### config.mk
export PLATFORM = sky130hd
export DESIGN_NAME = isotp_frame_reassembler_top
export DESIGN_NICKNAME = d
export VERILOG_FILES = /design/src/isotp_pkg.sv /design/src/isotp_front.sv /design/src/isotp_queue.sv /design/src/isotp_back.sv /design/src/isotp_frame_reassembler_top.sv
export VERILOG_INCLUDE_DIRS = /design/src /design/src/src
export SDC_FILE = /design/constraint.sdc
export NUM_CORES = 1
export LEC_CHECK = 0
export ABC_AREA = 0
export BUFFER_PORTS_ARGS = -buffer_cell sky130_fd_sc_hd__buf_2
export CAP_MARGIN = 15
export CORE_MARGIN = 2
export CORE_UTILIZATION = 45
export CTS_BUF_LIST = sky130_fd_sc_hd__clkbuf_2
export CTS_CLUSTER_SIZE = 25
export DETAILED_ROUTE_END_ITERATION = 8
export PLACE_DENSITY_LB_ADDON = 0.12
export SYNTH_ARGS = -nofsm -noshare
export SYNTH_HDL_FRONTEND = slang
export SYNTH_SLANG_ARGS = --single-unit
### constraint.sdc
create_clock -name clk -period 13.4 [get_ports clk]
set_input_delay 2.01 -clock clk [delete_from_list [all_inputs] [get_ports clk]]
set_output_delay 2.01 -clock clk [all_outputs]
set_load 0.005 [all_outputs]
### src/isotp_frame_reassembler_top_macros.svh
// Assertion macros for the ISO-TP frame reassembler.
`ifndef ISOTP_FRAME_REASSEMBLER_TOP_MACROS_SVH
`define ISOTP_FRAME_REASSEMBLER_TOP_MACROS_SVH

// Same-cycle implication, checked out of reset.
`define ISOTP_ASSERT_IMP(name, ante, cons) \
  name: assert property (@(posedge clk) disable iff (!rst_n) (ante) |-> (cons)) \
    else $error("isotp reassembler: same-cycle check failed");

// Next-cycle implication, checked out of reset.
`define ISOTP_ASSERT_NXT(name, ante, cons) \
  name: assert property (@(posedge clk) disable iff (!rst_n) (ante) |=> (cons)) \
    else $error("isotp reassembler: next-cycle check failed");

`endif

### src/isotp_pkg.sv
// Shared types and constants of the ISO-TP frame reassembler.
package isotp_pkg;

  localparam int LENGTH_BITS = 12;
  localparam int QUEUE_DEPTH = 2;

  localparam logic [3:0] FT_SINGLE = 4'h0;
  localparam logic [3:0] FT_FIRST  = 4'h1;
  localparam logic [3:0] FT_CONSEC = 4'h2;

  localparam logic [2:0] SF_MAX_LEN    = 3'd7;
  localparam logic [2:0] FF_DATA_BYTES = 3'd6;
  localparam logic [2:0] CF_DATA_BYTES = 3'd7;

  localparam logic [7:0] BLOCK_SIZE_RESET = 8'd10;

  typedef enum logic [1:0] {
    KIND_BYTE = 2'd0,
    KIND_FLOW = 2'd1,
    KIND_DONE = 2'd2
  } kind_t;

  typedef enum logic [1:0] {
    TAIL_NONE = 2'd0,
    TAIL_FLOW = 2'd1,
    TAIL_DONE = 2'd2
  } tail_t;

  // One frame's worth of work for the back end.
  typedef struct packed {
    logic [7:0][7:0]         data;     // frame bytes 0..7
    logic                    ff_shift; // data starts at byte 2 rather than byte 1
    logic [2:0]              n_bytes;
    logic [LENGTH_BITS-1:0]  wpos;
    tail_t                   tail;
    logic [7:0]              fc_size;
    logic [LENGTH_BITS-1:0]  total;
  } job_t;

endpackage

### src/isotp_front.sv
// Front end: accept frames, track protocol state, build one job per frame that causes a result word.
module isotp_front (
  input  logic              clk,
  input  logic              rst_n,
  input  logic              cfg_write_en,
  input  logic [7:0]        cfg_write_data,
  input  logic              in_valid,
  input  logic              in_stall,
  input  logic [7:0]        in_frame_byte_0,
  input  logic [7:0]        in_frame_byte_1,
  input  logic [7:0]        in_frame_byte_2,
  input  logic [7:0]        in_frame_byte_3,
  input  logic [7:0]        in_frame_byte_4,
  input  logic [7:0]        in_frame_byte_5,
  input  logic [7:0]        in_frame_byte_6,
  input  logic [7:0]        in_frame_byte_7,
  output logic              job_push,
  output isotp_pkg::job_t   job
);
  import isotp_pkg::*;

  logic [7:0]             block_size_r;
  logic [3:0]             seq_r,    seq_nxt;
  logic [LENGTH_BITS-1:0] rem_r,    rem_nxt;
  logic [LENGTH_BITS-1:0] wpos_r,   wpos_nxt;
  logic [LENGTH_BITS-1:0] total_r,  total_nxt;
  logic [7:0]             fl_r,     fl_nxt;
  logic                   unl_r,    unl_nxt;
  logic                   in_msg_r, in_msg_nxt;

  logic                   accept;
  logic [3:0]             ftype;
  logic [3:0]             lnib;
  logic [LENGTH_BITS-1:0] ff_len;
  logic [7:0]             fl_dec;
  logic [LENGTH_BITS-1:0] rem_new;
  logic [2:0]             n;
  logic                   has_work;

  assign accept = in_valid && !in_stall;
  assign ftype  = in_frame_byte_0[7:4];
  assign lnib   = in_frame_byte_0[3:0];
  assign ff_len = {lnib, in_frame_byte_1};

  always_comb begin
    seq_nxt    = seq_r;
    rem_nxt    = rem_r;
    wpos_nxt   = wpos_r;
    total_nxt  = total_r;
    fl_nxt     = fl_r;
    unl_nxt    = unl_r;
    in_msg_nxt = in_msg_r;
    fl_dec     = fl_r;
    rem_new    = rem_r;
    n          = '0;
    has_work   = 1'b0;

    job.data     = {in_frame_byte_7, in_frame_byte_6, in_frame_byte_5, in_frame_byte_4,
                    in_frame_byte_3, in_frame_byte_2, in_frame_byte_1, in_frame_byte_0};
    job.ff_shift = 1'b0;
    job.n_bytes  = '0;
    job.wpos     = wpos_r;
    job.tail     = TAIL_NONE;
    job.fc_size  = block_size_r;
    job.total    = total_r;

    unique case (ftype)
      FT_SINGLE: begin
        n          = (lnib > {1'b0, SF_MAX_LEN}) ? SF_MAX_LEN : lnib[2:0];
        in_msg_nxt = 1'b0;
        total_nxt  = LENGTH_BITS'(n);
        wpos_nxt   = LENGTH_BITS'(n);
        rem_nxt    = '0;
        job.wpos   = '0;
        job.total  = LENGTH_BITS'(n);
        job.tail   = TAIL_DONE;
        has_work   = 1'b1;
      end
      FT_FIRST: begin
        n            = (ff_len < LENGTH_BITS'(FF_DATA_BYTES)) ? ff_len[2:0] : FF_DATA_BYTES;
        rem_new      = ff_len - LENGTH_BITS'(n);
        total_nxt    = ff_len;
        wpos_nxt     = LENGTH_BITS'(n);
        rem_nxt      = rem_new;
        job.ff_shift = 1'b1;
        job.wpos     = '0;
        job.total    = ff_len;
        has_work     = 1'b1;
        if (rem_new != '0) begin
          seq_nxt    = 4'd1;
          in_msg_nxt = 1'b1;
          fl_nxt     = block_size_r;
          unl_nxt    = (block_size_r == '0);
          job.tail   = TAIL_FLOW;
        end else begin
          in_msg_nxt = 1'b0;
          job.tail   = TAIL_DONE;
        end
      end
      FT_CONSEC: begin
        if (in_msg_r) begin
          // the frame counts against the block whether or not its number matches
          if (!unl_r && fl_r != '0) begin
            fl_dec = fl_r - 8'd1;
          end
          fl_nxt = fl_dec;
          if (lnib == seq_r) begin
            n        = (rem_r < LENGTH_BITS'(CF_DATA_BYTES)) ? rem_r[2:0] : CF_DATA_BYTES;
            rem_new  = rem_r - LENGTH_BITS'(n);
            wpos_nxt = wpos_r + LENGTH_BITS'(n);
            seq_nxt  = seq_r + 4'd1;
          end
          rem_nxt = rem_new;
          if (rem_new == '0) begin
            in_msg_nxt = 1'b0;
            job.tail   = TAIL_DONE;
          end else if (!unl_r && fl_dec == '0) begin
            fl_nxt   = block_size_r;
            unl_nxt  = (block_size_r == '0);
            job.tail = TAIL_FLOW;
          end
          has_work = (n != '0) || (job.tail != TAIL_NONE);
        end
      end
      default: begin
      end
    endcase
    job.n_bytes = n;
  end

  assign job_push = accept && has_work;

  always_ff @(posedge clk) begin
    if (!rst_n) begin
      block_size_r <= BLOCK_SIZE_RESET;
      seq_r        <= '0;
      rem_r        <= '0;
      wpos_r       <= '0;
      total_r      <= '0;
      fl_r         <= '0;
      unl_r        <= 1'b0;
      in_msg_r     <= 1'b0;
    end else begin
      if (cfg_write_en) begin
        block_size_r <= cfg_write_data;
      end
      if (accept) begin
        seq_r    <= seq_nxt;
        rem_r    <= rem_nxt;
        wpos_r   <= wpos_nxt;
        total_r  <= total_nxt;
        fl_r     <= fl_nxt;
        unl_r    <= unl_nxt;
        in_msg_r <= in_msg_nxt;
      end
    end
  end

endmodule

### src/isotp_queue.sv
// Short job queue between front and back end.
module isotp_queue (
  input  logic            clk,
  input  logic            rst_n,
  input  logic            push,
  input  isotp_pkg::job_t push_job,
  input  logic            pop,
  output logic            not_empty,
  output logic            full,
  output isotp_pkg::job_t head
);
  import isotp_pkg::*;

  localparam int PTR_W = (QUEUE_DEPTH > 1) ? $clog2(QUEUE_DEPTH) : 1;
  localparam int CNT_W = $clog2(QUEUE_DEPTH + 1);

  job_t             ent_r [QUEUE_DEPTH];
  logic [PTR_W-1:0] wr_ptr_r, wr_ptr_nxt;
  logic [PTR_W-1:0] rd_ptr_r, rd_ptr_nxt;
  logic [CNT_W-1:0] cnt_r,    cnt_nxt;

  assign not_empty = (cnt_r != '0);
  assign full      = (cnt_r == CNT_W'(QUEUE_DEPTH));
  assign head      = ent_r[rd_ptr_r];

  always_comb begin
    wr_ptr_nxt = wr_ptr_r;
    rd_ptr_nxt = rd_ptr_r;
    cnt_nxt    = cnt_r;
    if (push) begin
      wr_ptr_nxt = (wr_ptr_r == PTR_W'(QUEUE_DEPTH - 1)) ? '0 : wr_ptr_r + PTR_W'(1);
    end
    if (pop) begin
      rd_ptr_nxt = (rd_ptr_r == PTR_W'(QUEUE_DEPTH - 1)) ? '0 : rd_ptr_r + PTR_W'(1);
    end
    if (push && !pop) begin
      cnt_nxt = cnt_r + CNT_W'(1);
    end else if (pop && !push) begin
      cnt_nxt = cnt_r - CNT_W'(1);
    end
  end

  always_ff @(posedge clk) begin
    if (!rst_n) begin
      wr_ptr_r <= '0;
      rd_ptr_r <= '0;
      cnt_r    <= '0;
    end else begin
      wr_ptr_r <= wr_ptr_nxt;
      rd_ptr_r <= rd_ptr_nxt;
      cnt_r    <= cnt_nxt;
    end
  end

  always_ff @(posedge clk) begin
    if (push) begin
      ent_r[wr_ptr_r] <= push_job;
    end
  end

endmodule

### src/isotp_back.sv
// Back end: jobs become result words in the output register, one per unstalled cycle.
module isotp_back (
  input  logic                               clk,
  input  logic                               rst_n,
  input  logic                               job_valid,
  input  isotp_pkg::job_t                    job,
  output logic                               job_pop,
  output logic                               out_valid,
  input  logic                               out_stall,
  output logic [1:0]                         out_kind,
  output logic [7:0]                         out_payload,
  output logic [isotp_pkg::LENGTH_BITS-1:0]  out_byte_index,
  output logic [isotp_pkg::LENGTH_BITS-1:0]  out_message_length,
  output logic                               out_last
);
  import isotp_pkg::*;

  logic [2:0]             idx_r, idx_nxt;
  logic                   valid_r;
  kind_t                  kind_r;
  logic [7:0]             payload_r;
  logic [LENGTH_BITS-1:0] index_r;
  logic [LENGTH_BITS-1:0] len_r;
  logic                   last_r;

  logic                   adv;
  logic [3:0]             n_results;
  logic                   is_last;
  logic [2:0]             sel;
  kind_t                  kind_c;
  logic [7:0]             payload_c;
  logic [LENGTH_BITS-1:0] index_c;

  assign adv       = job_valid && (!valid_r || !out_stall);
  assign n_results = {1'b0, job.n_bytes} + ((job.tail != TAIL_NONE) ? 4'd1 : 4'd0);
  assign is_last   = ({1'b0, idx_r} + 4'd1) == n_results;
  assign sel       = idx_r + (job.ff_shift ? 3'd2 : 3'd1);
  assign job_pop   = adv && is_last;

  always_comb begin
    kind_c    = KIND_BYTE;
    payload_c = job.data[sel];
    index_c   = job.wpos + LENGTH_BITS'(idx_r);
    if (idx_r >= job.n_bytes) begin
      index_c = '0;
      if (job.tail == TAIL_FLOW) begin
        kind_c    = KIND_FLOW;
        payload_c = job.fc_size;
      end else begin
        kind_c    = KIND_DONE;
        payload_c = '0;
      end
    end
    idx_nxt = idx_r;
    if (adv) begin
      idx_nxt = is_last ? '0 : idx_r + 3'd1;
    end
  end

  always_ff @(posedge clk) begin
    if (!rst_n) begin
      idx_r   <= '0;
      valid_r <= 1'b0;
    end else begin
      idx_r <= idx_nxt;
      if (adv) begin
        valid_r <= 1'b1;
      end else if (!out_stall) begin
        valid_r <= 1'b0;
      end
    end
  end

  always_ff @(posedge clk) begin
    if (adv) begin
      kind_r    <= kind_c;
      payload_r <= payload_c;
      index_r   <= index_c;
      len_r     <= job.total;
      last_r    <= is_last;
    end
  end

  assign out_valid          = valid_r;
  assign out_kind           = kind_r;
  assign out_payload        = payload_r;
  assign out_byte_index     = index_r;
  assign out_message_length = len_r;
  assign out_last           = last_r;

endmodule

### src/isotp_frame_reassembler_top.sv
// ISO-TP receive reassembler top: front end, two-entry job queue, back end.
// A frame's first result word passes through the job queue and the back end's output register.
// Throughput: one result word per cycle while out_stall is low; a frame yields 1 to 8 words (its
// data bytes plus a flow-control or completion word where one is due); a frame that
// causes no word pushes no job. The input stalls only while the queue is full.
// Reset: synchronous active-low rst_n clears protocol state and queue, sets block size 10.
`include "isotp_frame_reassembler_top_macros.svh"

module isotp_frame_reassembler_top (
  input  logic                               clk,
  input  logic                               rst_n,
  // configuration: block size register
  input  logic                               cfg_write_en,
  input  logic [7:0]                         cfg_write_data,
  // frame input channel
  input  logic                               in_valid,
  output logic                               in_stall,
  input  logic [7:0]                         in_frame_byte_0,
  input  logic [7:0]                         in_frame_byte_1,
  input  logic [7:0]                         in_frame_byte_2,
  input  logic [7:0]                         in_frame_byte_3,
  input  logic [7:0]                         in_frame_byte_4,
  input  logic [7:0]                         in_frame_byte_5,
  input  logic [7:0]                         in_frame_byte_6,
  input  logic [7:0]                         in_frame_byte_7,
  // result channel
  output logic                               out_valid,
  input  logic                               out_stall,
  output logic [1:0]                         out_kind,
  output logic [7:0]                         out_payload,
  output logic [isotp_pkg::LENGTH_BITS-1:0]  out_byte_index,
  output logic [isotp_pkg::LENGTH_BITS-1:0]  out_message_length,
  output logic                               out_last
);
  import isotp_pkg::*;

  logic q_push;
  logic q_pop;
  logic q_not_empty;
  logic q_full;
  job_t front_job;
  job_t head_job;

  // Hold off new frames only while the queue is full.
  assign in_stall = q_full;

  // Front end: decode the frame type, advance sequence, block and length state,
  // and push a job for any frame that causes at least one result word.
  isotp_front u_front (
    .clk             (clk),
    .rst_n           (rst_n),
    .cfg_write_en    (cfg_write_en),
    .cfg_write_data  (cfg_write_data),
    .in_valid        (in_valid),
    .in_stall        (in_stall),
    .in_frame_byte_0 (in_frame_byte_0),
    .in_frame_byte_1 (in_frame_byte_1),
    .in_frame_byte_2 (in_frame_byte_2),
    .in_frame_byte_3 (in_frame_byte_3),
    .in_frame_byte_4 (in_frame_byte_4),
    .in_frame_byte_5 (in_frame_byte_5),
    .in_frame_byte_6 (in_frame_byte_6),
    .in_frame_byte_7 (in_frame_byte_7),
    .job_push        (q_push),
    .job             (front_job)
  );

  // Queue: decouple the frame side from the result side so each can stall alone.
  isotp_queue u_queue (
    .clk       (clk),
    .rst_n     (rst_n),
    .push      (q_push),
    .push_job  (front_job),
    .pop       (q_pop),
    .not_empty (q_not_empty),
    .full      (q_full),
    .head      (head_job)
  );

  // Back end: stream the data bytes, then the flow-control or completion word;
  // drop the job once its final word is loaded.
  isotp_back u_back (
    .clk                (clk),
    .rst_n              (rst_n),
    .job_valid          (q_not_empty),
    .job                (head_job),
    .job_pop            (q_pop),
    .out_valid          (out_valid),
    .out_stall          (out_stall),
    .out_kind           (out_kind),
    .out_payload        (out_payload),
    .out_byte_index     (out_byte_index),
    .out_message_length (out_message_length),
    .out_last           (out_last)
  );

  // The front end never pushes into a full queue.
  `ISOTP_ASSERT_IMP(a_no_overflow, q_push, !q_full)
  // Completion always closes a frame's words.
  `ISOTP_ASSERT_IMP(a_done_is_last, out_valid && out_kind == KIND_DONE, out_last)
  // Control words carry no byte position.
  `ISOTP_ASSERT_IMP(a_ctrl_index_zero, out_valid && out_kind != KIND_BYTE, out_byte_index == '0)
  // Words of one frame follow without a gap once taken.
  `ISOTP_ASSERT_NXT(a_frame_gapless, out_valid && !out_stall && !out_last, out_valid)

endmodule

-- After elaboration in Yosys (flattened, before gate mapping)
Memory sizes are Yosys's and may differ from the RTL's. A register that Yosys moved wholly into a read port is not among the register bits.
Cells that the tools add are included.
- bits in writable memories: 204
- bits in registers: 101
- memories: 1
- logic and storage cells: 153
- memory list (name ; words ; bits a word ; rd ports ; clocked after Yosys merged registers in ; wr ports ; RTL line ; RTL):
    u_queue.ent_r ; 2 ; 102 ; 1 ; 1 ; 1 ; isotp_queue.sv:17 ; job_t ent_r [QUEUE_DEPTH];
- add/sub/neg operators: 14
- reduce and logical (&&, ||, !) cells: 36
- multiplexer cells: 67
- order comparisons: 5
- equal/unequal tests: 12
- operators with widths (operator ; count):
    12-bit two-way mux ; 7
    8-bit two-way mux ; 10
    12-bit one-hot mux with 3 select lines ; 2
    12-bit by 3-bit adder with 12-bit output ; 2
    8-bit binary-select mux with 3-bit select ; 1
    12-bit by 3-bit less-than comparator with 1-bit output (second input constant) ; 2
    3-bit two-way mux ; 8
    12-bit one-hot mux with 2 select lines ; 1
    12-bit by 3-bit subtractor with 12-bit output ; 2
    1-bit two-way mux ; 19
    2-bit two-way mux ; 9
    8-bit logical NOT ; 2
    8-bit one-hot mux with 2 select lines ; 1
    12-bit logical NOT ; 1
    4-bit two-way mux ; 3
    12-bit nonzero test ; 1
    2-bit by 1-bit != test with 1-bit output (second input constant) ; 5
    2-bit nonzero test ; 5
    3-bit one-hot mux with 3 select lines ; 1
    4-bit equality test ; 2
    1-bit logical AND ; 8
    4-bit one-hot mux with 2 select lines ; 1
    4-bit AND reduction ; 2
    8-bit nonzero test ; 1
    29 further kinds ; 38

-- Longest topological paths before layout
- depth after elaboration: 20
- gate-level depth with buffers: 17

-- Cells and area by module
Synthesis repeated with hierarchy kept, for this count alone.
- cells, all modules: 1230
- area total of the unflattened synthesis: 15165.8 µm²
- by module, submodules not included (module ; area each (µm²) ; cells each ; instances ; sequential area each (µm²)):
    isotp_queue ; 7902.6 ; 339 ; 1 ; 6226.0
    isotp_front ; 4719.5 ; 655 ; 1 ; 1161.1
    isotp_back ; 2543.7 ; 236 ; 1 ; 1131.1

-- Worst setup path before layout
OpenSTA, ideal clock, no wires.
- path kind: in2reg
- start point: input in_frame_byte_0[0]
- end point: memory u_queue.ent_r[0][0] in the netlist's numbering (enable)
- buffers on the path: 2
- setup time: 0.576 ns
- cell stages on the path: 9
- data arrival time: 8.296 ns
- setup slack: 4.528 ns
- required time: 12.824 ns
- path through: clkbuf_1 xnor2_1 nand4_1 buf_2 o31ai_1 nand4_1 nor4_1 o21a_1 nor2b_1
- cells in the longest elaborated chain, start to end: 15
- elaborated cells on any way between the ends: 19
- those cells by class: eq/ne: 1; mux: 13; reduce/logical: 5
- ends and longest elaborated chain (what ; RTL line ; RTL):
    start, declared ; isotp_frame_reassembler_top.sv:18 ; input logic [7:0] in_frame_byte_0,
    4-bit equality test (*) ; isotp_front.sv:107 ; if (lnib == seq_r) begin
    12-bit two-way mux ; isotp_front.sv:107 ;
    12-bit two-way mux ; isotp_front.sv:101 ; if (in_msg_r) begin
    12-bit two-way mux ; isotp_front.sv:67 ; unique case (ftype)
    12-bit logical NOT ; isotp_front.sv:114 ; if (rem_new == '0) begin
    2-bit two-way mux ; isotp_front.sv:114 ;
    2-bit two-way mux ; isotp_front.sv:101 ;
    2-bit two-way mux ; isotp_front.sv:67 ;
    2-bit nonzero test ; isotp_front.sv:122 ; has_work = (n != '0) || (job.tail != TAIL_NONE);
    1-bit logical OR (*) ; isotp_front.sv:122 ;
    1-bit two-way mux (*) ; isotp_front.sv:101 ;
    1-bit one-hot mux with 2 select lines (*) ; isotp_front.sv:67 ;
    1-bit logical AND (*) ; isotp_front.sv:131 ; assign job_push = accept && has_work;
    named net q_push ; isotp_frame_reassembler_top.sv:37 ; logic q_push;
    1-bit two-way mux (*) ; isotp_queue.sv:56 ; if (push) begin
    1-bit two-way mux (implied by the code) (*) ; isotp_queue.sv:57 ; ent_r[wr_ptr_r] <= push_job;
    end, declared ; isotp_queue.sv:17 ;
Mark *: on every way through the listed nets, which the timed path passes. The rest lies on a longest branch. The select of a mux whose other input is x is not followed.

-- Worst setup path in the final report
- start point: input in_frame_byte_0[0]
- end point: memory u_queue.ent_r[0][46] in the netlist's numbering (enable)
The elaborated chain is that of the path after synthesis.

==> summary.md <==
| Metric | Value |
|---|---|
| Critical path type | in -> reg |
| Post-CTS Resized | 0 |
| Seq/Total Area, Yosys | around three fifths |
| Rel. slew slack | 32.8% |
| CP bufs+invs | 3 |
| 1st-pass router iterations | 7 |
| Vias per cell | roughly 5.6 |
| DRC | 0 |
| Fin. max-slew vios | 0 |
| Post-synthesis register bit count | between 300 and 400 |
| DRT iter0 DRCs | between 600 and 700 |
| Total negative slack | 0 ps |
| Ys flop type | edfxtp_1 |
| Fin crit period | 5670 ps |
| CP Data Required Time | 13860 ps |
| Worst Path Arrival | roughly 6000 ps |
| Critical path cell sequence | buf_2 -> xnor2_1 -> nand4_1 -> o41ai_1 -> nand4_1 -> nor4_1 -> o21a_1 -> nor2b_4 -> buf_4 -> buf_4 |
| GPL Wtd Cong | approximately 0.87 |
| First-pass GRT wire length | 49800 um |
| Number of global-route vias before repair | 8786 |
| Hold path start | u_front.total_r[1] |
| Die Span Y | approximately 180 um |
| Routed WL | roughly 32000 um |
| Leak | between 5 and 6 nW |
| Number of CTS-inserted buffers | 80 |
| Die footprint | 32000 um^2 |
| Hold Crit Class | reg -> reg |
| Max Cap Violations | 0 |
| Final Skew | 74.9 ps |
| Status | finished, final reports clean |
| Top cell type by total area after synthesis | edfxtp_1 |
| Clock Sink Count | slightly above 300 |
| Post-Syn Area | between 10000 and 15000 um^2 |
| Max Freq | around 180 MHz |
| Crit path launch | in_frame_byte_0[0] |
| Detail Route Antenna Nets | 0 |
| # Post-CTS Setup Buffers | 0 |
| Worst-Margin Slew | approximately 1000 ps |
| Dpl hpwl | between 20000 and 25000 um |
| Clk root buf | clkbuf_2 |
| CTS clock-pin slew for the worst setup and hold paths | around 100 ps |
| Area grow syn2layout | 12.0% |
| Tot GR Track Use | a little over 20% |
| PD cells | between 100 and 150 nW/um^2 |
| Yosys warns | 0 |
| Peak supply drop | 51.3 uV |
| Initial antenna violation count | 1 |
| Finished Layout Cells | 1647 |
| CP endpoint kind | flip-flop |
| Final Cycle Share | a little over two fifths |
| DR WL/cell | slightly below 20 um |
| Port bufs | around 110 |
| Slowest CP cell | buf_4 |
| TritonCTS clock tree | built |
| Worst r2r src | u_front.rem_r[3] |
| Hold Buf Count CTS | 0 |
| H-tree depth | 3 |
| Post-Syn Area per Cell | 13.2 um^2 |
| Most frequent cell after synthesis | edfxtp_1 |
| Largest net degree at the start of global routing | 74 |
| Syn nets | about 1100 |
| Gr ovfl total | 0 |
| Mapped Cells | 1045 |
| Fraction of layout cells with a size suffix above 1 | between 20% and 30% |
| Placed insts | approximately 1500 |
| Synth area leaders | edfxtp_1 (52%), dfxtp_1 (9.7%), mux4_2 (6.5%), nor2_1 (2.5%), nand2_1 (2.3%) |
| Post-synth EDFFs | 239 |
| Layout Nets | about 1300 |
| Worst path max stage delay | ~800 ps |
| Fillers | around 2700 |
| FFs w/ async S/R, synth | 0% |
| Type of origin of the critical path | input port |
| Top-area cell type share of the netlist area | between 50 and 60% |
| FP Rows | 64 |
| Die X-Extent | between 150 and 200 um |
| Core Area | slightly above 30000 um^2 |
| Hold Worst Slack | approximately 470 ps |
| Initial core utilization | 45.3% |
| Vias | 9142 |
| Cell family with most CP delay | buffers and inverters |
| Final setup fails | 0 |
| Most instantiated cells after synthesis | edfxtp_1 (239), nor2_1 (92), nand2_1 (86), dfxtp_1 (67), clkbuf_1 (46) |
| Clk_lat worst skew | 880 ps |
| Worst-path fanout max | just over 60 |
| Clock Tree Buf Depth | 3 |
| I/O pins | between 100 and 150 |
| Fin. Hold Viols | 0 |
| Yosys cell types | 78 |
| RSZ-0062 raised after global routing | no |
==> placed cells by master (no fill, tap or decap), types with 12 or more instances in the layout <==
cell,count
edfxtp_1,239
clkbuf_2,118
buf_2,113
nor2_1,92
nand2_1,86
dfxtp_1,66
mux4_2,40
a21oi_1,38
o21ai_0,30
nand3_1,29
mux2i_1,28
nor3_1,23
xnor2_1,22
inv_1,21
xor2_1,19
ha_1,19
mux2_2,17
and2_1,16
clkinv_1,15
a22oi_1,14
buf_4,14
nor2b_1,12
o31ai_1,12
==> area by class of cell <==
cell class	count	area [um^2]	area share [%]
diodes	1	2.50	0.0162
clock buffers	118	591	3.83
clock inverters	20	104	0.674
inverters	22	82.6	0.536
multi-input cells	657	4940	32.1
flip-flops and latches	306	8520	55.3
well taps	396	495	3.22
repair buffers	127	671	4.35
==> registers in the layout, summed over array words and instances, names as in the netlist, 2 cells and up, named ones only <==
signal                     flops
u_front.total_r               12
u_front.wpos_r                12
u_queue.cnt_r                  2
u_back.out_payload             8
u_back.out_byte_index         12
u_back.out_message_length     12
u_front.rem_r                 12
u_front.block_size_r           8
u_queue.ent_r                204
u_front.fl_r                   8
u_back.out_kind                2
u_back.idx_r                   3
u_front.seq_r                  4
==> power breakdown <==
part	internal [W]	switching [W]	leakage, nW	total [W]
Combinational	0.0000756	0.000108	2.33	0.000184
Clock	0.000252	0.000367	0.547	0.000619
Sequential	0.00105	0.0000134	2.68	0.00106
Total	0.00137	0.000489	5.56	0.00186
==> worst paths after layout <==
path,end,slack [ps],depth (start not counted)
worst max-delay path,u_queue.ent_r[0][46],7730,10
worst min-delay path,u_front.total_r[1],470,2
worst max register to register,u_queue.ent_r[0][46],8230,13
worst min register to register,u_front.total_r[1],470,2
==> layer usage <==
layer  GRT usage (%)  vias up  routed length, um
li1                -     4324                  -
met2            33.3      280              15500
met1            28.1     4466              14400
met5               0        -                  0
met3            3.88       72               1610
met4            8.13        0                916
==> logic make-up (layout without fill, tap and decap cells) <==
family,after synthesis,in the layout,share of synthesized area [%]
AO/OA/AOI/OAI,170,170,8.64
XOR/XNOR,41,41,2.61
adder cells (fa/ha/maj),22,22,2.16
buffers and inverters,82,287,2.35
flip-flops,306,306,61.9
multiplexers,86,86,10.1
other,1,2,0.0273
AND/OR/NAND/NOR,337,337,12.2
==> per-stage QoR <==
stage	power [W]	util [%]	instance area [um^2]	setup slack, ps
after floorplan	0.00120	-	13800	4530
after global placement	0.00127	48.5	14700	6990
after detailed placement	0.00127	48.5	14700	6910
after CTS	0.00189	50.8	15400	7830
after global routing	0.00195	50.8	15400	7490
final	0.00186	50.8	15400	7730
==> tightest hold or removal path: stages, from the launching register on <==
cell     delay [ps]
dfxtp_1         320
nand2_1          50
a21oi_1          50
No activity file was read; power rests on OpenSTA's default activity.
